$ cat src/design/pcc_pkg.sv
// Shared types and constants for the pairing code checker.
`timescale 1ns / 1ps
`default_nettype none
package pcc_pkg;

	localparam int NUM_CHARS = 6;
	localparam int CODE_W = 8 * NUM_CHARS;
	localparam int LEN_W = 8;
	localparam int TIME_W = 32;
	localparam int ATT_W = 8;
	localparam int CFG_IDX_W = 1;
	localparam int CFG_DATA_W = 32;

	localparam logic [CFG_IDX_W-1:0] CFG_ATTEMPT_LIMIT = 1'd0;
	localparam logic [CFG_IDX_W-1:0] CFG_LOCKOUT_TIME = 1'd1;

	localparam logic [7:0] CHAR_ZERO = 8'h30;
	localparam logic [7:0] CHAR_NINE = 8'h39;
	localparam logic [ATT_W-1:0] ATT_MAX = '1;

	localparam logic OP_SET_STATE = 1'b0;
	localparam logic OP_CHECK = 1'b1;

	typedef enum logic [2:0] {
		ST_OK        = 3'd0,
		ST_LOCKED    = 3'd1,
		ST_INVALID   = 3'd2,
		ST_PAIRED    = 3'd3,
		ST_NOT_READY = 3'd4
	} status_t;

	typedef struct packed {
		logic              operation;
		logic              new_paired;
		logic [CODE_W-1:0] code_chars;
		logic [LEN_W-1:0]  code_length;
		logic [TIME_W-1:0] now_ms;
	} item_t;

	typedef struct packed {
		status_t          status;
		logic [ATT_W-1:0] attempts_used;
	} result_t;

	typedef struct packed {
		logic [ATT_W-1:0]  attempt_limit;
		logic [TIME_W-1:0] lockout_time_ms;
	} cfg_t;

	// Character at a position, first character in the high byte; positions
	// past the packed word read as zero.
	function automatic logic [7:0] char_at(input logic [CODE_W-1:0] packed_code,
			input int pos);
		logic [7:0] ch;
		ch = 8'd0;
		if (pos < NUM_CHARS) begin
			ch = packed_code[8*(NUM_CHARS-1-pos) +: 8];
		end
		return ch;
	endfunction

endpackage
`default_nettype wire

$ cat src/design/pcc_if.sv
// Valid/ready channel interfaces for check requests and results.
`timescale 1ns / 1ps
`default_nettype none
interface pcc_in_if
	import pcc_pkg::*;
();
	logic              valid;
	logic              ready;
	logic              operation;
	logic              new_paired;
	logic [CODE_W-1:0] code_chars;
	logic [LEN_W-1:0]  code_length;
	logic [TIME_W-1:0] now_ms;

	modport source (output valid, operation, new_paired, code_chars, code_length, now_ms,
		input ready);
	modport sink (input valid, operation, new_paired, code_chars, code_length, now_ms,
		output ready);
endinterface

interface pcc_out_if
	import pcc_pkg::*;
();
	logic             valid;
	logic             ready;
	logic [2:0]       status;
	logic [ATT_W-1:0] attempts_used;

	modport source (output valid, status, attempts_used, input ready);
	modport sink (input valid, status, attempts_used, output ready);
endinterface
`default_nettype wire

$ cat src/design/pcc_cfg_regs.sv
// Configuration registers: attempt limit and lockout duration.
`timescale 1ns / 1ps
`default_nettype none
module pcc_cfg_regs
	import pcc_pkg::*;
(
	input  wire logic                  clk,
	input  wire logic                  arst_n,
	input  wire logic                  cfg_we,
	input  wire logic [CFG_IDX_W-1:0]  cfg_index,
	input  wire logic [CFG_DATA_W-1:0] cfg_data,
	output cfg_t                       cfg
);

	logic [ATT_W-1:0]  attempt_limit_q;
	logic [TIME_W-1:0] lockout_time_q;

	always_ff @(posedge clk or negedge arst_n) begin
		if (!arst_n) begin
			attempt_limit_q <= ATT_W'(5);
			lockout_time_q <= TIME_W'(300000);
		end else if (cfg_we) begin
			unique case (cfg_index)
				CFG_ATTEMPT_LIMIT: attempt_limit_q <= cfg_data[ATT_W-1:0];
				CFG_LOCKOUT_TIME: lockout_time_q <= cfg_data[TIME_W-1:0];
				default: ;
			endcase
		end
	end

	assign cfg.attempt_limit = attempt_limit_q;
	assign cfg.lockout_time_ms = lockout_time_q;

endmodule
`default_nettype wire

$ cat src/design/pcc_eval.sv
// Pairing state, attempt counter and lock, with the per-item decision logic.
`timescale 1ns / 1ps
`default_nettype none
module pcc_eval
	import pcc_pkg::*;
#(
	parameter int CODE_LEN = 6
) (
	input  wire logic  clk,
	input  wire logic  arst_n,
	input  wire logic  fire,
	input  wire item_t item,
	input  wire cfg_t  cfg,
	output result_t    res
);

	logic              is_paired_q;
	logic [CODE_W-1:0] exp_code_q;
	logic [LEN_W-1:0]  exp_len_q;
	logic [ATT_W-1:0]  wrong_q;
	logic              lock_active_q;
	logic [TIME_W-1:0] lock_end_q;

	logic              is_paired_d;
	logic [CODE_W-1:0] exp_code_d;
	logic [LEN_W-1:0]  exp_len_d;
	logic [ATT_W-1:0]  wrong_d;
	logic              lock_active_d;
	logic [TIME_W-1:0] lock_end_d;
	status_t           status_d;

	logic [TIME_W-1:0] remain;
	logic              expired;
	logic              well_formed;
	logic              same_code;
	logic [ATT_W-1:0]  wrong_base;
	logic [ATT_W-1:0]  wrong_inc;
	logic [7:0]        ch;

	always_comb begin
		remain = lock_end_q - item.now_ms;
		expired = (remain == '0) || remain[TIME_W-1];

		well_formed = (item.code_length == LEN_W'(CODE_LEN));
		for (int i = 0; i < CODE_LEN; i++) begin
			ch = char_at(item.code_chars, i);
			if (ch < CHAR_ZERO || ch > CHAR_NINE) begin
				well_formed = 1'b0;
			end
		end

		same_code = (exp_len_q != '0) && (exp_len_q == item.code_length);
		for (int i = 0; i < NUM_CHARS; i++) begin
			if (LEN_W'(i) < item.code_length &&
					char_at(exp_code_q, i) != char_at(item.code_chars, i)) begin
				same_code = 1'b0;
			end
		end

		is_paired_d = is_paired_q;
		exp_code_d = exp_code_q;
		exp_len_d = exp_len_q;
		wrong_d = wrong_q;
		lock_active_d = lock_active_q;
		lock_end_d = lock_end_q;
		status_d = ST_OK;
		wrong_base = wrong_q;
		wrong_inc = wrong_q;

		if (item.operation == OP_SET_STATE) begin
			is_paired_d = item.new_paired;
			if (item.new_paired) begin
				exp_code_d = '0;
				exp_len_d = '0;
			end else begin
				exp_code_d = item.code_chars;
				exp_len_d = item.code_length;
				wrong_d = '0;
				lock_active_d = 1'b0;
			end
		end else if (lock_active_q && !expired) begin
			status_d = ST_LOCKED;
		end else begin
			// An expired lock is dropped and the attempt count starts over.
			if (lock_active_q) begin
				lock_active_d = 1'b0;
				wrong_base = '0;
			end
			wrong_d = wrong_base;
			wrong_inc = (wrong_base == ATT_MAX) ? wrong_base : wrong_base + ATT_W'(1);
			if (!well_formed) begin
				status_d = ST_INVALID;
			end else if (is_paired_q) begin
				status_d = ST_PAIRED;
			end else if (exp_len_q == '0) begin
				status_d = ST_NOT_READY;
			end else if (same_code) begin
				status_d = ST_OK;
				wrong_d = '0;
			end else begin
				wrong_d = wrong_inc;
				if (wrong_inc >= cfg.attempt_limit) begin
					lock_active_d = 1'b1;
					lock_end_d = item.now_ms + cfg.lockout_time_ms;
					status_d = ST_LOCKED;
				end else begin
					status_d = ST_INVALID;
				end
			end
		end
	end

	always_ff @(posedge clk or negedge arst_n) begin
		if (!arst_n) begin
			is_paired_q <= 1'b0;
			exp_code_q <= '0;
			exp_len_q <= '0;
			wrong_q <= '0;
			lock_active_q <= 1'b0;
			lock_end_q <= '0;
		end else if (fire) begin
			is_paired_q <= is_paired_d;
			exp_code_q <= exp_code_d;
			exp_len_q <= exp_len_d;
			wrong_q <= wrong_d;
			lock_active_q <= lock_active_d;
			lock_end_q <= lock_end_d;
		end
	end

	assign res.status = status_d;
	assign res.attempts_used = wrong_d;

	a_locked_holds_lock: assert property (@(posedge clk) disable iff (!arst_n)
		fire && status_d == ST_LOCKED |=> lock_active_q)
		else $error("locked result without an active lock");

	a_unpair_clears: assert property (@(posedge clk) disable iff (!arst_n)
		fire && item.operation == OP_SET_STATE && !item.new_paired
		|=> !lock_active_q && wrong_q == '0)
		else $error("unpairing left attempts or lock behind");

	a_idle_keeps_state: assert property (@(posedge clk) disable iff (!arst_n)
		!fire |=> $stable(wrong_q) && $stable(lock_active_q) && $stable(is_paired_q))
		else $error("state changed without an item");

	a_paired_status: assert property (@(posedge clk) disable iff (!arst_n)
		fire && item.operation == OP_CHECK && status_d == ST_PAIRED |-> is_paired_q)
		else $error("already-paired status while unpaired");

endmodule
`default_nettype wire

$ cat src/design/pairing_code_checker_lockout.sv
// Top level of the pairing code checker with wrong-attempt lockout.
//
// Items arrive on the "in" channel and each yields exactly one result on the
// "out" channel, both valid/ready, moving an item on a clock edge where valid
// and ready are high. An item either sets the pairing state (operation 0) or
// checks an offered code against the stored one (operation 1) using the
// millisecond time it carries.
// An accepted item is held in the input register; the decision and state
// update then load the result register once it is empty or being emptied.
// Throughput is one item per cycle while out.ready stays high, set by the
// state update loop of the attempt counter and lock.
// The result register and the input register form a two-stage pipeline, so a
// stalled receiver holds its result while one more item is taken; when both
// stages are full, in.ready drops until out.ready returns.
// Reset clears the pairing state, stored code, attempt count and lock, and
// loads an attempt limit of 5 and a lockout of 300000 ms. The user must write
// configuration through cfg_we, cfg_index and cfg_data while no item is in
// flight; the block itself does not enforce this.
`timescale 1ns / 1ps
`default_nettype none
module pairing_code_checker_lockout
	import pcc_pkg::*;
#(
	parameter int CODE_LEN = 6
) (
	input  wire logic                  clk,
	input  wire logic                  arst_n,
	pcc_in_if.sink                     in,
	pcc_out_if.source                  out,
	input  wire logic                  cfg_we,
	input  wire logic [CFG_IDX_W-1:0]  cfg_index,
	input  wire logic [CFG_DATA_W-1:0] cfg_data
);

	cfg_t    cfg;
	item_t   item_s1;
	logic    valid_s1;
	logic    valid_s2;
	result_t res_s2;
	result_t res;
	logic    fire;

	pcc_cfg_regs u_cfg (
		.clk       (clk),
		.arst_n    (arst_n),
		.cfg_we    (cfg_we),
		.cfg_index (cfg_index),
		.cfg_data  (cfg_data),
		.cfg       (cfg)
	);

	pcc_eval #(
		.CODE_LEN (CODE_LEN)
	) u_eval (
		.clk    (clk),
		.arst_n (arst_n),
		.fire   (fire),
		.item   (item_s1),
		.cfg    (cfg),
		.res    (res)
	);

	assign fire = valid_s1 && (!valid_s2 || out.ready);
	assign in.ready = !valid_s1 || fire;

	always_ff @(posedge clk or negedge arst_n) begin
		if (!arst_n) begin
			valid_s1 <= 1'b0;
			valid_s2 <= 1'b0;
		end else begin
			if (in.ready) begin
				valid_s1 <= in.valid;
			end
			if (fire) begin
				valid_s2 <= 1'b1;
			end else if (out.ready) begin
				valid_s2 <= 1'b0;
			end
		end
	end

	always_ff @(posedge clk) begin
		if (in.ready && in.valid) begin
			item_s1.operation <= in.operation;
			item_s1.new_paired <= in.new_paired;
			item_s1.code_chars <= in.code_chars;
			item_s1.code_length <= in.code_length;
			item_s1.now_ms <= in.now_ms;
		end
		if (fire) begin
			res_s2 <= res;
		end
	end

	assign out.valid = valid_s2;
	assign out.status = res_s2.status;
	assign out.attempts_used = res_s2.attempts_used;

endmodule
`default_nettype wire

$ cat src/flat_wrapper.sv
// flat-port wrapper written by rule: the top's interface ports become plain ports
module pairing_code_checker_lockout_flat import pcc_pkg::*;
#(
	parameter int CODE_LEN = 6
)
  (clk, arst_n, cfg_we, cfg_index, cfg_data, in_valid, in_operation, in_new_paired, in_code_chars, in_code_length, in_now_ms, in_ready, out_valid, out_status, out_attempts_used, out_ready);
  pcc_in_if in_i ();
  pcc_out_if out_i ();
  input  wire logic clk;
  input  wire logic arst_n;
  input  wire logic cfg_we;
  input  wire logic [CFG_IDX_W-1:0] cfg_index;
  input  wire logic [CFG_DATA_W-1:0] cfg_data;
  input wire logic [$bits(in_i.valid)-1:0] in_valid;
  input wire logic [$bits(in_i.operation)-1:0] in_operation;
  input wire logic [$bits(in_i.new_paired)-1:0] in_new_paired;
  input wire logic [$bits(in_i.code_chars)-1:0] in_code_chars;
  input wire logic [$bits(in_i.code_length)-1:0] in_code_length;
  input wire logic [$bits(in_i.now_ms)-1:0] in_now_ms;
  output wire logic [$bits(in_i.ready)-1:0] in_ready;
  output wire logic [$bits(out_i.valid)-1:0] out_valid;
  output wire logic [$bits(out_i.status)-1:0] out_status;
  output wire logic [$bits(out_i.attempts_used)-1:0] out_attempts_used;
  input wire logic [$bits(out_i.ready)-1:0] out_ready;
  assign in_i.valid = in_valid;
  assign in_i.operation = in_operation;
  assign in_i.new_paired = in_new_paired;
  assign in_i.code_chars = in_code_chars;
  assign in_i.code_length = in_code_length;
  assign in_i.now_ms = in_now_ms;
  assign in_ready = in_i.ready;
  assign out_valid = out_i.valid;
  assign out_status = out_i.status;
  assign out_attempts_used = out_i.attempts_used;
  assign out_i.ready = out_ready;
  pairing_code_checker_lockout #(.CODE_LEN(CODE_LEN)) u_core (.clk(clk), .arst_n(arst_n), .in(in_i), .out(out_i), .cfg_we(cfg_we), .cfg_index(cfg_index), .cfg_data(cfg_data));
endmodule
$ cat config.mk
export PLATFORM = sky130hd
export DESIGN_NAME = pairing_code_checker_lockout_flat
export DESIGN_NICKNAME = d
export VERILOG_FILES = /design/src/design/pcc_pkg.sv /design/src/design/pcc_if.sv /design/src/design/pcc_cfg_regs.sv /design/src/design/pcc_eval.sv /design/src/design/pairing_code_checker_lockout.sv /design/src/flat_wrapper.sv
export SDC_FILE = /design/constraint.sdc
export NUM_CORES = 1
export LEC_CHECK = 0
export ABC_AREA = 1
export CAP_MARGIN = 0
export CORE_MARGIN = 2
export CORE_UTILIZATION = 56
export CTS_CLUSTER_SIZE = 40
export DETAILED_ROUTE_END_ITERATION = 7
export DONT_BUFFER_PORTS = 1
export GPL_TIMING_DRIVEN = 0
export PLACE_DENSITY_LB_ADDON = 0.3
export SKIP_LAST_GASP = 1
export SLEW_MARGIN = 15
export SYNTH_ARGS = -nofsm -noshare
export SYNTH_HDL_FRONTEND = slang
export SYNTH_SLANG_ARGS = --single-unit
$ cat constraint.sdc
create_clock -name clk -period 3.95 [get_ports clk]
set_input_delay 0.1975 -clock clk [delete_from_list [all_inputs] [get_ports clk]]
set_output_delay 0.1975 -clock clk [all_outputs]
set_load 0.02 [all_outputs]
After elaboration in Yosys (flattened, before gate mapping)
Index checks and enable logic that the tools add are counted.
- register bits after elaboration: 241
- output and inout bits: 13
- logic and storage cells: 133
- add/subtract/negate cells: 3
- $lt $le $gt $ge: 19
- equal/unequal tests: 11
- mux-type cells: 41
- bitwise logic cells: 7
- reductions and logical operators: 33
- operators with widths (kind ; count):
    two-way mux 8 bit ; 12
    greater-than comparator 8 x 6 -> 1 bit (second input constant) ; 6
    < comparator 8 x 6 -> 1 bit (second input constant) ; 6
    two-way mux 48 bit ; 1
    inequality test 8 bit ; 6
    adder 32 bit ; 1
    zero test 32 bit ; 1
    subtractor 32 bit ; 1
    two-way mux 1 bit ; 23
    < comparator 1 x 8 -> 1 bit (first input constant) ; 2
    < comparator 2 x 8 -> 1 bit (first input constant) ; 2
    < comparator 3 x 8 -> 1 bit (first input constant) ; 2
    logical AND 1 bit ; 10
    logical OR 1 bit ; 9
    adder 8 x 1 -> 8 bit (second input constant) ; 1
    equality test 8 x 3 -> 1 bit (second input constant) ; 1
    equality test 8 bit ; 1
    equality test 8 bit (second input constant) ; 1
    >= comparator 8 bit ; 1
    zero test 8 bit ; 1
    two-way mux 2 bit ; 4
    AND reduction 8 bit ; 1
    nonzero test 8 bit ; 1
    inverter 1 bit ; 7
    9 further kinds ; 13

Logic depth before layout (Yosys ltp)
Gate-level depths: netlist of run 1.
- word-level depth: 17
- depth in mapped cells: 25
- gate-level depth less buffers: 23

Modules after synthesis
From an unflattened synthesis of run 1, not the netlist that was laid out.
- cells, all modules: 1762
- area total of the unflattened synthesis: 14312.5 µm²
- modules (own cells, without submodules) (module ; times used ; cells an instance ; area an instance (µm²) ; sequential area each (µm²)):
    pcc_eval ; 1 ; 1474 ; 9477.8 ; 2452.4
    pairing_code_checker_lockout ; 1 ; 113 ; 3128.0 ; 3083.0
    pcc_cfg_regs ; 1 ; 175 ; 1706.6 ; 1013.5

Worst setup path before layout of run 1
No wires, ideal clock.
- kind: register to register
- start: register u_core.u_eval.lock_active_q
- end: register u_core.u_eval.lock_end_q[1]
- library setup time: 130 ps
- arrival time: 3140 ps
- setup slack: 680 ps
- cell stages (with the launch flop): 21
- clock period less this slack: 3270 ps
- path through: dfrtp_1 buf_2 nor2_1 ha_1 nand4_1 nor2_1 nand2_1 nand2_1 nor3_1 xor2_1 ha_1 nand2_1 nor2_1 nand4_1 o2111a_1 nor4_4 nand2_2 buf_6 buf_6 nand2_1 o21ai_1
- longest elaborated chain between the ends: 7
- elaborated cells on any way between the ends: 10
- those cells by class: 1 x add/sub; 1 x order compare; 1 x eq/ne; 4 x mux; 1 x bitwise; 2 x reduce/logical
- ends and longest elaborated chain (item ; line ; source):
    start: declaration ; pcc_eval.sv:21 ; logic lock_active_q;
    start signal: assignment ; pcc_eval.sv:126 ; lock_active_q <= lock_active_d;
    two-way mux 8 bit ; pcc_eval.sv:85 ; if (lock_active_q) begin
    two-way mux 8 bit ; pcc_eval.sv:81 ; end else if (lock_active_q && !expired) begin
    two-way mux 8 bit ; pcc_eval.sv:70 ; if (item.operation == OP_SET_STATE) begin
    adder 8 x 1 -> 8 bit or equality test 8 bit (tied branches) ; pcc_eval.sv:90 ; wrong_inc = (wrong_base == ATT_MAX) ? wrong_base : wrong_base + ATT_W'(1);
    two-way mux 8 bit ; pcc_eval.sv:90 ;
    >= comparator 8 bit ; pcc_eval.sv:102 ; if (wrong_inc >= cfg.attempt_limit) begin
    AND reduction 8 bit (no source line) (*) ; - ;
    end signal: assignment ; pcc_eval.sv:127 ; lock_end_q <= lock_end_d;
    end: declaration ; pcc_eval.sv:22 ; logic [TIME_W-1:0] lock_end_q;
Every way passes the cells marked *; elsewhere a longest branch is shown, timed or not. The select of a mux whose other input is x is not followed.
A chain may end at the register's enable or synchronous reset.

Final worst setup path of run 1
- start: register u_core.u_eval.lock_active_q
- end: register u_core.u_eval.lock_end_q[24]
Same word-level chain as after synthesis.

==> results of run 1 <==
[cells in the final DEF, fill, tap and decap left out, types with 61 or more instances in the layout]
master           n
dfrtp_1        130
edfxtp_1       101
nand3_1         90
a21oi_1         70
inv_1          306
ha_1            71
nand2_1        511
nor2_1         105
o21ai_0         61
dlygate4sd3_1  126
[layout make-up]
cell class	instances	area [um^2]
Antenna cell	5	12.51
Buffer	29	140.1
Clock buffer	34	711.9
Clock inverter	14	108.9
Fill cell	2034	8213
Inverter	310	1166
Multi-Input combinational cell	1189	6464
Sequential cell	241	6549
Tap cell	330	412.9
Timing Repair Buffer	130	1331
[registers in the layout, indices dropped and copies added, names as in the netlist]
register and cells:
u_core.u_eval.lock_active_q 1, u_core.item_s1 90, u_core.u_eval.exp_len_q 8, u_core.u_cfg.attempt_limit_q 8
u_core.u_eval.lock_end_q 32, u_core.u_eval.exp_code_q 48, u_core.out.attempts_used 8, u_core.out.valid 1
u_core.u_eval.is_paired_q 1, u_core.valid_s1 1, u_core.u_eval.wrong_q 8, u_core.out.status 3
u_core.u_cfg.lockout_time_q 32
[routing by layer]
metal,up-vias,GRT usage (%),wire length (um)
met1,5921,36.48,15520
met2,494,50.71,19410
li1,6059,-,-
met5,-,0,0
met3,100,3.889,2382
met4,0,10.89,1376
[repair_timing]
| action | 4_1_cts | 5_1_grt |
|---|---|---|
| hold buffers | 127 | 0 |
| hold endpoints to repair | 272 | 0 |
| endpoints found under the setup margin | 2 | 32 |
| pin swaps | 1 | 1 |
| gates resized for setup | 0 | 8 |
| setup buffers | 0 | 2 |
[per-stage QoR]
| stage | util [%] | hold slack, ns |
|---|---|---|
| after CTS | 67.12 | 0.002132 |
| after floorplan | - | -0.09809 |
| after global routing | 67.29 | 0.06945 |
| final | 67.29 | 0.02722 |
| after detailed placement | 58.72 | -0.09322 |
| after global placement | 58.60 | -0.09125 |
[logic make-up after synthesis]
| logic type | after synthesis | synth area share, % |
|---|---|---|
| AND/OR/NAND/NOR | 809 | 23.96 |
| buffers and inverters | 339 | 9.108 |
| flip-flops | 241 | 45.80 |
| AO/OA/AOI/OAI | 217 | 8.715 |
| adder cells (fa/ha/maj) | 73 | 6.492 |
| XOR/XNOR | 66 | 4.042 |
| multiplexers | 24 | 1.890 |
[critical path: cells and delay by family, from the launching register on]
| family | cells | cell delay [ns] |
|---|---|---|
| and+or+nand+nor | 12 | 1.75 |
| buffers and inverters | 3 | 0.51 |
| adders and majority gates | 2 | 0.51 |
| DFF | 1 | 0.35 |
| AOI/OAI and AO/OA | 1 | 0.23 |
| xor gates and xnor gates | 1 | 0.18 |
[worst min-delay path by stage]
stage	from	endpoint	slack, ns
2_1_floorplan	arst_n	u_core.out.valid	-0.1
3_3_place_gp	arst_n	u_core.u_eval.exp_code_q[25]	-0.09
3_5_place_dp	arst_n	u_core.u_eval.exp_code_q[25]	-0.09
4_1_cts	cfg_we	u_core.u_cfg.attempt_limit_q[3]	0.002
5_1_grt	cfg_we	u_core.u_cfg.attempt_limit_q[4]	0.07
6_report	cfg_we	u_core.u_cfg.attempt_limit_q[2]	0.03
[power by group through the flow]
| stage | Combinational [W] | Sequential, W | Clock (W) |
|---|---|---|---|
| after floorplan | 0.00108 | 0.00313 | 0 |
| after global placement | 0.00134 | 0.00319 | 0 |
| after detailed placement | 0.00138 | 0.00320 | 0 |
| after CTS | 0.00153 | 0.00315 | 0.00237 |
| after global routing | 0.00175 | 0.00319 | 0.00248 |
| final | 0.00157 | 0.00316 | 0.00235 |
==> key figures, run 1 <==
Power
  • Worst vdd ir: 464.0 uV
  • Switch share: 30.82%
  • Logic pwr share: 22.2%
  • Static Leak: 8.260 nW
  • Sequential power share: 44.7%
  • Pwr Total: 0.007079 W
  • Clock share of power: 33.1%
  • Cell area power density: 419.0 mW/mm^2
  • P_int: 0.004898 W
  • Sw Pwr: 0.002182 W

Clock network
  • CTS Buf Count: 26
  • H-tree Lvls: 1
  • Root buffer selected by CTS: clkbuf_16
  • TritonCTS clock tree: built
  • Clock slew at reported path FFs: 0.06 ns
  • Clk buf depth: 3
  • Clock Sinks: 241
  • Worst-skew pair later-pin latency: 0.53 ns

STA
  • Crit share post-route: 93.12%
  • Final setup margin: 0.2720 ns
  • Fmax: 271.9 MHz
  • Relative slew margins: 35.24%
  • RSZ-0062 raised after global routing: no
  • Period minus WS final: 3.678 ns
  • Tightest Pin Transition: 0.9714 ns
  • Final setup viols: 0
  • Total negative slack: 0 ns
  • Clock skew after layout: 0.01652 ns
  • Fin. Hold Viols: 0
  • Slew Viols, Final: 0

Global route
  • Vias in the first global route: 12150
  • GRT Total Usage: 28.91%
  • Gr ovfl total: 0
  • Largest net degree at the start of global routing: 141
  • Initial antenna violation count: 5
  • First-pass GRT wire length: 61280 um

Critical path
  • Startpoint Class: register
  • Crit path from: u_core.u_eval.lock_active_q
  • FF-to-FF Start: u_core.u_eval.lock_active_q
  • FF-to-FF End: u_core.u_eval.lock_end_q[24]
  • Critical Path RT: 4.36 ns
  • Setup CP Type: reg2reg
  • Slowest cell on the critical path: nor4_4
  • Setup crit end: u_core.u_eval.lock_end_q[24]
  • CP most frequent cell: nand2_1
  • R2R cell count: 19
  • Reg2reg setup slack: 0.27 ns
  • Crit path cell chain: buf_2 > nor2_2 > ha_1 > nand4_1 > nor2_1 > nand2_2 > nand2_1 > nor3_1 > xor2_1 > ha_1 > nand2_1 > nor2_1 > nand4_1 > o2111a_1 > nor4_4 > buf_2 > nand3_1 > nand2_1 > inv_1
  • Critical Path Fanout Max: 10
  • Max incr delay on CP: 0.39 ns
  • Crit path DAT: 4.09 ns
  • Crit. End Element: register

Placed design
  • Routability cong.: 0.9443
  • Dpl cells: 2100
  • Detail Placement HPWL: 27700 um
  • Placed Area: 0.01474 mm^2
  • Place WS: -0.001910 ns
  • IO buf count: 0

Yosys
  • Ys flop type: dfrtp_1
  • Post-synth EDFFs: 101
  • Most frequent cells after synthesis: nand2_1 (512), inv_1 (308), dfrtp_1 (130), nor2_1 (106), edfxtp_1 (101)
  • Register bit total from synthesis: 241
  • Fraction of registers with async set/reset: 58.09%
  • Seq/Total Area, Yosys: 45.80%
  • Mean post-synth cell area: 8.084 um^2
  • Net count after synthesis: 1970
  • Synth Instances: 1769
  • Area fraction of the dominant cell type after synthesis: 22.75%
  • Top-count cell post-synth: nand2_1
  • Mapped Area: 0.01430 mm^2
  • Number of distinct library cells after synthesis: 50
  • Yosys top cell by area: dfrtp_1
  • Largest cells by area after synthesis: dfrtp_1 (23%), edfxtp_1 (21%), nand2_1 (13%)
  • YS warnings: 0

Floorplan
  • Die ar.: 0.02683 mm^2
  • # rows: 58
  • Core area: 0.02511 mm^2
  • Die H: 163.8 um
  • Num ports: 141
  • Chip width: 163.8 um
  • Initial core utilization: 56.95%

Drt
  • Detail Route Antenna Nets: 0
  • Drt total wl: 38690 um
  • DRC Markers: 0
  • DR pass1 iterations: 5
  • Post-DR wirelength/cell: 16.95 um
  • Iter 0 DRT Violations: 933
  • DR vias: 12570
  • Via density: 5.510

Hold path
  • Hold/Removal Path Class: in2reg
  • Cells on Worst Hold Path: 3

Outcome
  • Status: finished, final reports clean

Cells and area
  • Non-Filler Instances: 2282
  • Layout Cell Area excl Fill: 0.01690 mm^2
  • Layout cells sized above 1: 5.804%
  • Fin nets: 2128
  • Layout area overhead: 18.16%

Job
  • Max_cap viols: 0
No activity file was read; power rests on OpenSTA's default activity.
==> inputs of run 2 (changes only) <==
--- a/config.mk
+++ b/config.mk
@@ -6,13 +6,15 @@
 export NUM_CORES = 1
 export LEC_CHECK = 0
 export ABC_AREA = 1
-export CAP_MARGIN = 0
+export CAP_MARGIN = 20
 export CORE_MARGIN = 2
 export CORE_UTILIZATION = 56
+export CTS_BUF_LIST = sky130_fd_sc_hd__clkbuf_4 sky130_fd_sc_hd__clkbuf_8
 export CTS_CLUSTER_SIZE = 40
 export DETAILED_ROUTE_END_ITERATION = 7
 export DONT_BUFFER_PORTS = 1
 export GPL_TIMING_DRIVEN = 0
+export MAX_ROUTING_LAYER = met4
 export PLACE_DENSITY_LB_ADDON = 0.3
 export SKIP_LAST_GASP = 1
 export SLEW_MARGIN = 15
==> key figures, run 2 (synthesized netlist as in run 1, its figures left out) <==
Outcome
  • Status: finished, final reports clean

Global route
  • Largest net degree at the start of global routing: 141 (unchanged)
  • Gr ovfl total: 0 (unchanged)
  • GRT Total Usage: 29.99% (+1.1 points)
  • Initial antenna violation count: 6 (+1)
  • Vias in the first global route: 12330 (+1.5%)
  • First-pass GRT wire length: 61290 um (about the same)

Hold path
  • Hold/Removal Path Class: in2reg

Floorplan
  • Num ports: 141 (unchanged)
  • # rows: 58 (unchanged)
  • Die ar.: 0.02683 mm^2 (unchanged)
  • Chip width: 163.8 um (unchanged)
  • Core area: 0.02511 mm^2 (unchanged)
  • Initial core utilization: 56.95% (unchanged)
  • Die H: 163.8 um (unchanged)

Critical path
  • Setup CP Type: reg2reg
  • Startpoint Class: register
  • CP most frequent cell: nand2_1
  • Crit. End Element: register
  • Crit path DAT: 4.06 ns (-0.03 ns)
  • Max incr delay on CP: 0.36 ns (-0.03 ns)
  • Worst path bufs/invs: 4 (+1)
  • Critical Path RT: 4.38 ns (+0.02 ns)
  • Top cell family by delay on the critical path: simple AND/OR/NAND/NOR gates
  • Slowest cell on the critical path: dfrtp_1
  • Crit path cell chain: buf_2 > nor2_1 > ha_1 > nand4_1 > nor2_2 > nand2_2 > nand2_1 > nor3_1 > xor2_1 > ha_1 > nand2_1 > nor2_1 > nand4_1 > o2111a_1 > nor4_4 > buf_4 > buf_2 > nand3_1 > nand2_1 > inv_1
  • Critical Path Fanout Max: 10 (unchanged)

Cells and area
  • Layout area overhead: 18.45%
  • Commonest non-fill, non-tap cell in the layout: nand2_1
  • FILL cells: 2083 (+2.4%)
  • Fin nets: 2146 (+0.85%)
  • Most frequent cells in the layout: nand2_1 (511), inv_1 (306), dlygate4sd3_1 (130), dfrtp_1 (130), nor2_1 (104)
  • Layout cells sized above 1: 6.937% (+1.1 points)
  • Layout Cell Area excl Fill: 0.01694 mm^2 (+0.25%)
  • Top reg by flops: u_core.item_s1
  • Biggest regs: u_core.item_s1 x90, u_core.u_eval.exp_code_q x48
  • Max FFs per register: 90 (unchanged)
  • Non-Filler Instances: 2312 (+1.3%)

Drt
  • Drt total wl: 38470 um (-0.56%)
  • Post-DR wirelength/cell: 16.64 um (-1.8%)
  • DRC Markers: 0 (unchanged)
  • DR vias: 12510 (-0.50%)
  • DR pass1 iterations: 5 (unchanged)
  • Detail Route Antenna Nets: 0 (unchanged)
  • Iter 0 DRT Violations: 1019 (+9.2%)
  • Via density: 5.411 (-1.8%)

STA
  • Tightest Pin Transition: 1.010 ns (+0.03849 ns)
  • Clock skew after layout: 0.01919 ns (+0.002671 ns)
  • Relative slew margins: 32.67% (-2.6 points)
  • Fmax: 275.8 MHz (+1.5%)
  • RSZ-0062 raised after global routing: no
  • Total negative slack: 0 ns (unchanged)
  • Period minus WS final: 3.625 ns (-0.05280 ns)
  • Fin. Hold Viols: 0 (unchanged)
  • Crit share post-route: 91.78% (-1.3 points)
  • Final setup viols: 0 (unchanged)
  • Final setup margin: 0.3248 ns (+0.05280 ns)
  • Final hold slack: 0.2271 ns (+0.1999 ns)
  • Slew Viols, Final: 0 (unchanged)

Power
  • P_int: 0.004782 W (-2.4%)
  • Clock share of power: 32.1% (-1.0 points)
  • Worst vdd ir: 416.8 uV (-10%)
  • Logic pwr share: 22.5% (+0.3 points)
  • Sequential power share: 45.4% (+0.7 points)
  • Switch share: 31.42% (+0.60 points)
  • Cell area power density: 411.7 mW/mm^2 (-1.7%)
  • Sw Pwr: 0.002191 W (+0.42%)
  • Static Leak: 8.316 nW (+0.68%)

Clock network
  • CTS Buf Count: 39 (+50%)
  • Clock Sinks: 241 (unchanged)
  • Clk buf depth: 3 (unchanged)
  • Root buffer selected by CTS: clkbuf_8
  • H-tree Lvls: 2 (+1)
  • Clock slew at reported path FFs: 0.06 ns (about the same)
  • TritonCTS clock tree: built
  • Worst-skew pair later-pin latency: 0.55 ns (+0.02 ns)

Placed design
  • Routability cong.: 0.9604 (+1.7%)
  • IO buf count: 0 (unchanged)
  • Dpl cells: 2100 (unchanged)
  • Place WS: 0.01707 ns (+0.01898 ns)
  • Detail Placement HPWL: 27410 um (-1.1%)
  • Placed Area: 0.01474 mm^2 (unchanged)

Job
  • Max_cap viols: 0 (unchanged)
run 2: power groups by stage:
stage	Combinational, W	Sequential, W	Clock, W
final	0.00157	0.00316	0.00224
after global routing	0.00175	0.00319	0.00239
after CTS	0.00153	0.00315	0.00227
after detailed placement	0.00138	0.00319	0
after global placement	0.00134	0.00319	0
after floorplan	0.00108	0.00313	0
run 2: what timing repair did:
item,4_1_cts,5_1_grt
endpoints found under the hold margin,272,0
buffers inserted,0,3
gates resized for setup,0,8
pin swaps,1,1
hold buffers,131,0
endpoints found under the setup margin,2,32
run 2: layer usage:
metal / up-vias / wire, um / track usage [%]
li1: 6100 / - / -
met1: 5826 / 15840 / 37.10
met2: 479 / 18830 / 49.37
met3: 106 / 2276 / 4.520
met4: 0 / 1531 / 12.76
met5: - / 0 / -
run 2: worst register-to-register path, cell delays in order, from the launching register on:
cell and delay, ns:
dfrtp_1 0.36, buf_2 0.18, nor2_1 0.18, ha_1 0.20
nand4_1 0.16, nor2_2 0.16, nand2_2 0.13, nand2_1 0.12
nor3_1 0.07, xor2_1 0.18, ha_1 0.30, nand2_1 0.04
nor2_1 0.12, nand4_1 0.10, o2111a_1 0.24, nor4_4 0.27
buf_4 0.18, buf_2 0.23, nand3_1 0.15, nand2_1 0.11
inv_1 0.04
run 2: layout make-up:
type                    count  area, um^2  area share [%]
plain buffers              29       140.1          0.8273
well taps                 330       412.9           2.438
flip-flops and latches    241        6549           38.66
repair buffers            135        1379           8.140
diodes                      7       17.52          0.1034
clock inverters            20       156.4          0.9233
clock buffers              51       651.9           3.848
multi-input cells        1189        6466           38.17
inverters                 310        1166           6.884
run 2: final timing paths:
check	startpoint	slack, ns	end	cells after the start
worst min register to register	u_core.u_cfg.attempt_limit_q[3]	0.48	u_core.u_cfg.attempt_limit_q[3]	2
min in group asynchronous	arst_n	0.25	u_core.u_eval.exp_code_q[18]	2
worst max register to register	u_core.u_eval.lock_active_q	0.32	u_core.u_eval.lock_end_q[24]	20
worst min-delay path	cfg_we	0.23	u_core.u_cfg.lockout_time_q[7]	4
worst max-delay path	u_core.u_eval.lock_active_q	0.32	u_core.u_eval.lock_end_q[24]	20
max in group asynchronous	arst_n	3.08	u_core.u_eval.lock_end_q[25]	2
run 2: per-stage QoR:
stage          util, %  total power (W)
6_report         67.46         0.006973
5_1_grt          67.45         0.007332
4_1_cts          67.23         0.006946
3_5_place_dp     58.72         0.004575
3_3_place_gp     58.60         0.004532
2_1_floorplan        -         0.004216
==> inputs of run 3 (changes only) <==
--- a/config.mk
+++ b/config.mk
@@ -9,7 +9,6 @@
 export CAP_MARGIN = 20
 export CORE_MARGIN = 2
 export CORE_UTILIZATION = 56
-export CTS_BUF_LIST = sky130_fd_sc_hd__clkbuf_4 sky130_fd_sc_hd__clkbuf_8
 export CTS_CLUSTER_SIZE = 40
 export DETAILED_ROUTE_END_ITERATION = 7
 export DONT_BUFFER_PORTS = 1
==> key figures, run 3 (synthesized netlist as in run 1, its figures left out) <==
Power
  • Cell area power density: 425.7 mW/mm^2 (+3.4%)
  • Static Leak: 8.317 nW (about the same)
  • Worst vdd ir: 663.5 uV (+59%)

Global route
  • Largest net degree at the start of global routing: 141 (unchanged)
  • Grt met3 use: 3.636% (-0.88 points)
  • M2 GR Usage: 50.69% (+1.3 points)
  • First-pass GRT wire length: 62260 um (+1.6%)
  • Vias in the first global route: 12240 (-0.79%)
  • Gr ovfl total: 0 (unchanged)
  • GRT Total Usage: 30.39% (+0.40 points)
  • Initial antenna violation count: 4 (-2)
  • GRT Max-Usage Layer: met2
  • M1 GR Usage: 38.02% (+0.93 points)

STA
  • Fin. Hold Viols: 0 (unchanged)
  • Relative slew margins: 35.47% (+2.8 points)
  • Final setup margin: 0.2800 ns (-0.04477 ns)
  • Period minus WS final: 3.670 ns (+0.04477 ns)
  • Final setup viols: 0 (unchanged)
  • Fmax: 272.5 MHz (-1.2%)
  • RSZ-0062 raised after global routing: no
  • Tightest Pin Transition: 0.9680 ns (-0.04189 ns)
  • Slew Viols, Final: 0 (unchanged)
  • Total negative slack: 0 ns (unchanged)
  • Clock skew after layout: 0.01283 ns (-0.006359 ns)
  • Crit share post-route: 92.91% (+1.1 points)

Drt
  • Via density: 5.456 (+0.82%)
  • DR vias: 12470 (-0.31%)
  • DRC Markers: 0 (unchanged)
  • Post-DR wirelength/cell: 17.01 um (+2.2%)
  • Drt total wl: 38890 um (+1.1%)
  • Detail Route Antenna Nets: 0 (unchanged)
  • DR pass1 iterations: 5 (unchanged)
  • Iter 0 DRT Violations: 1008 (-1.1%)

Clock network
  • TritonCTS clock tree: built
  • Clk buf depth: 3 (unchanged)
  • Clock slew at reported path FFs: 0.06 ns (about the same)
  • CTS Buf Count: 26 (-33%)
  • Worst-skew pair later-pin latency: 0.53 ns (-0.02 ns)
  • H-tree Lvls: 1 (-1)
  • Root buffer selected by CTS: clkbuf_16
  • Clock Sinks: 241 (unchanged)

Placed design
  • Routability cong.: 0.9604 (unchanged)
  • Placed Area: 0.01474 mm^2 (unchanged)
  • Place WS: 0.01707 ns (unchanged)
  • IO buf count: 0 (unchanged)
  • Detail Placement HPWL: 27410 um (unchanged)
  • Dpl cells: 2100 (unchanged)

Cells and area
  • Layout area overhead: 18.80%
  • Max FFs per register: 90 (unchanged)
  • Layout Cell Area excl Fill: 0.01699 mm^2 (+0.30%)
  • Non-Filler Instances: 2286 (-1.1%)
  • Biggest regs: u_core.item_s1 x90, u_core.u_eval.exp_code_q x48
  • Layout cells sized above 1: 6.000% (-0.94 points)
  • Top reg by flops: u_core.item_s1
  • Commonest non-fill, non-tap cell in the layout: nand2_1
  • Fin nets: 2131 (-0.70%)
  • Fin util: 67.66% (+0.20 points)
  • FILL cells: 2059 (-1.2%)
  • Most frequent cells in the layout: nand2_1 (511), inv_1 (306), dfrtp_1 (130), dlygate4sd3_1 (128), nor2_1 (104)

Critical path
  • Crit path from: u_core.u_eval.lock_active_q
  • R2R cell count: 19 (-5.0%)
  • Startpoint Class: register
  • Crit. End Element: register
  • Setup CP Type: reg2reg
  • FF-to-FF End: u_core.u_eval.lock_end_q[25]
  • Setup crit end: u_core.u_eval.lock_end_q[25]
  • Crit path DAT: 4.06 ns (about the same)
  • Reg2reg setup slack: 0.28 ns (-0.04 ns)
  • FF-to-FF Start: u_core.u_eval.lock_active_q
  • Critical Path RT: 4.34 ns (-0.04 ns)
  • Critical Path Fanout Max: 10 (unchanged)

Hold path
  • Hold/Removal Path Class: in2reg

Job
  • Max_cap viols: 0 (unchanged)

Floorplan
  • # rows: 58 (unchanged)
  • Core area: 0.02511 mm^2 (unchanged)
  • Die H: 163.8 um (unchanged)
  • Num ports: 141 (unchanged)
  • Chip width: 163.8 um (unchanged)
  • Initial core utilization: 56.95% (unchanged)
  • Die ar.: 0.02683 mm^2 (unchanged)

Outcome
  • Status: finished, final reports clean
-- run 3: cell types whose count changed in the layout (fill, tap and decap cells not counted) --
cell           change
clkbuf_4           -8
clkinv_1           -9
clkbuf_2           -1
inv_6              -1
diode_2            -1
clkbuf_16         +27
clkinv_2           -1
clkbuf_1           +6
clkinvlp_4         +1
clkinv_8           -1
dlygate4sd3_1      -2
clkbuf_8          -37
buf_2              +1
-- run 3: routing by layer --
metal  wire length (um)  up-vias
li1                   -     6075
met1              16180     5819
met2              18890      475
met3               2183      103
met4               1639        0
met5                  0        -
-- run 3: power by group --
group          internal, W  switching, W
Combinational     0.000625      0.000951
Sequential         0.00293      0.000232
Clock              0.00149      0.000997
-- run 3: worst max-delay path, cell delays in order (launching register included) --
cell,delay [ns]
dfrtp_1,0.37
buf_2,0.18
nor2_1,0.24
inv_1,0.13
nor3_2,0.20
nand2_1,0.12
nor3_1,0.20
xor2_1,0.17
nand2_1,0.11
ha_1,0.31
nand2_1,0.07
nor2_1,0.14
nand4_1,0.10
o2111a_1,0.24
nor4_4,0.28
buf_4,0.19
nand2_2,0.07
buf_2,0.22
nand2_1,0.10
o21ai_0,0.11
-- run 3: cell type report --
type | count | area (um^2) | area share, %
tap | 330 | 412.9 | 2.430
buffer | 29 | 140.1 | 0.8249
multi-input combinational | 1189 | 6466 | 38.06
sequential | 241 | 6549 | 38.55
timing repair buffer | 133 | 1359 | 7.998
antenna | 6 | 15.01 | 0.08838
clock inverter | 9 | 100.1 | 0.5892
clock buffer | 39 | 780.7 | 4.596
inverter | 310 | 1166 | 6.864
-- run 3: worst min-delay path by stage --
stage          slack (ns)       from                               to  cells after the start
2_1_floorplan        -0.1     arst_n                 u_core.out.valid                      0
3_3_place_gp        -0.09     arst_n     u_core.u_eval.exp_code_q[24]                      0
3_5_place_dp        -0.09     arst_n     u_core.u_eval.exp_code_q[25]                      0
4_1_cts             0.006  cfg_index  u_core.u_cfg.attempt_limit_q[5]                      4
5_1_grt              0.04  cfg_index  u_core.u_cfg.attempt_limit_q[3]                      4
6_report             0.01  cfg_index  u_core.u_cfg.attempt_limit_q[5]                      4
-- run 3: through the flow --
step / hold slack, ns / total power, W
global route: 0.04415 / 0.007579
CTS: 0.005773 / 0.007167
global placement: -0.09180 / 0.004532
finish: 0.01473 / 0.007232
detailed placement: -0.09362 / 0.004575
floorplan: -0.09809 / 0.004216
-- run 3: repair_timing --
item	in CTS	in global routing
pin swaps	1	1
gates cloned	0	0
hold buffers	129	0
resized for setup	0	9
endpoints found under the setup margin	2	32
hold endpoints to repair	272	0
setup buffers	0	3
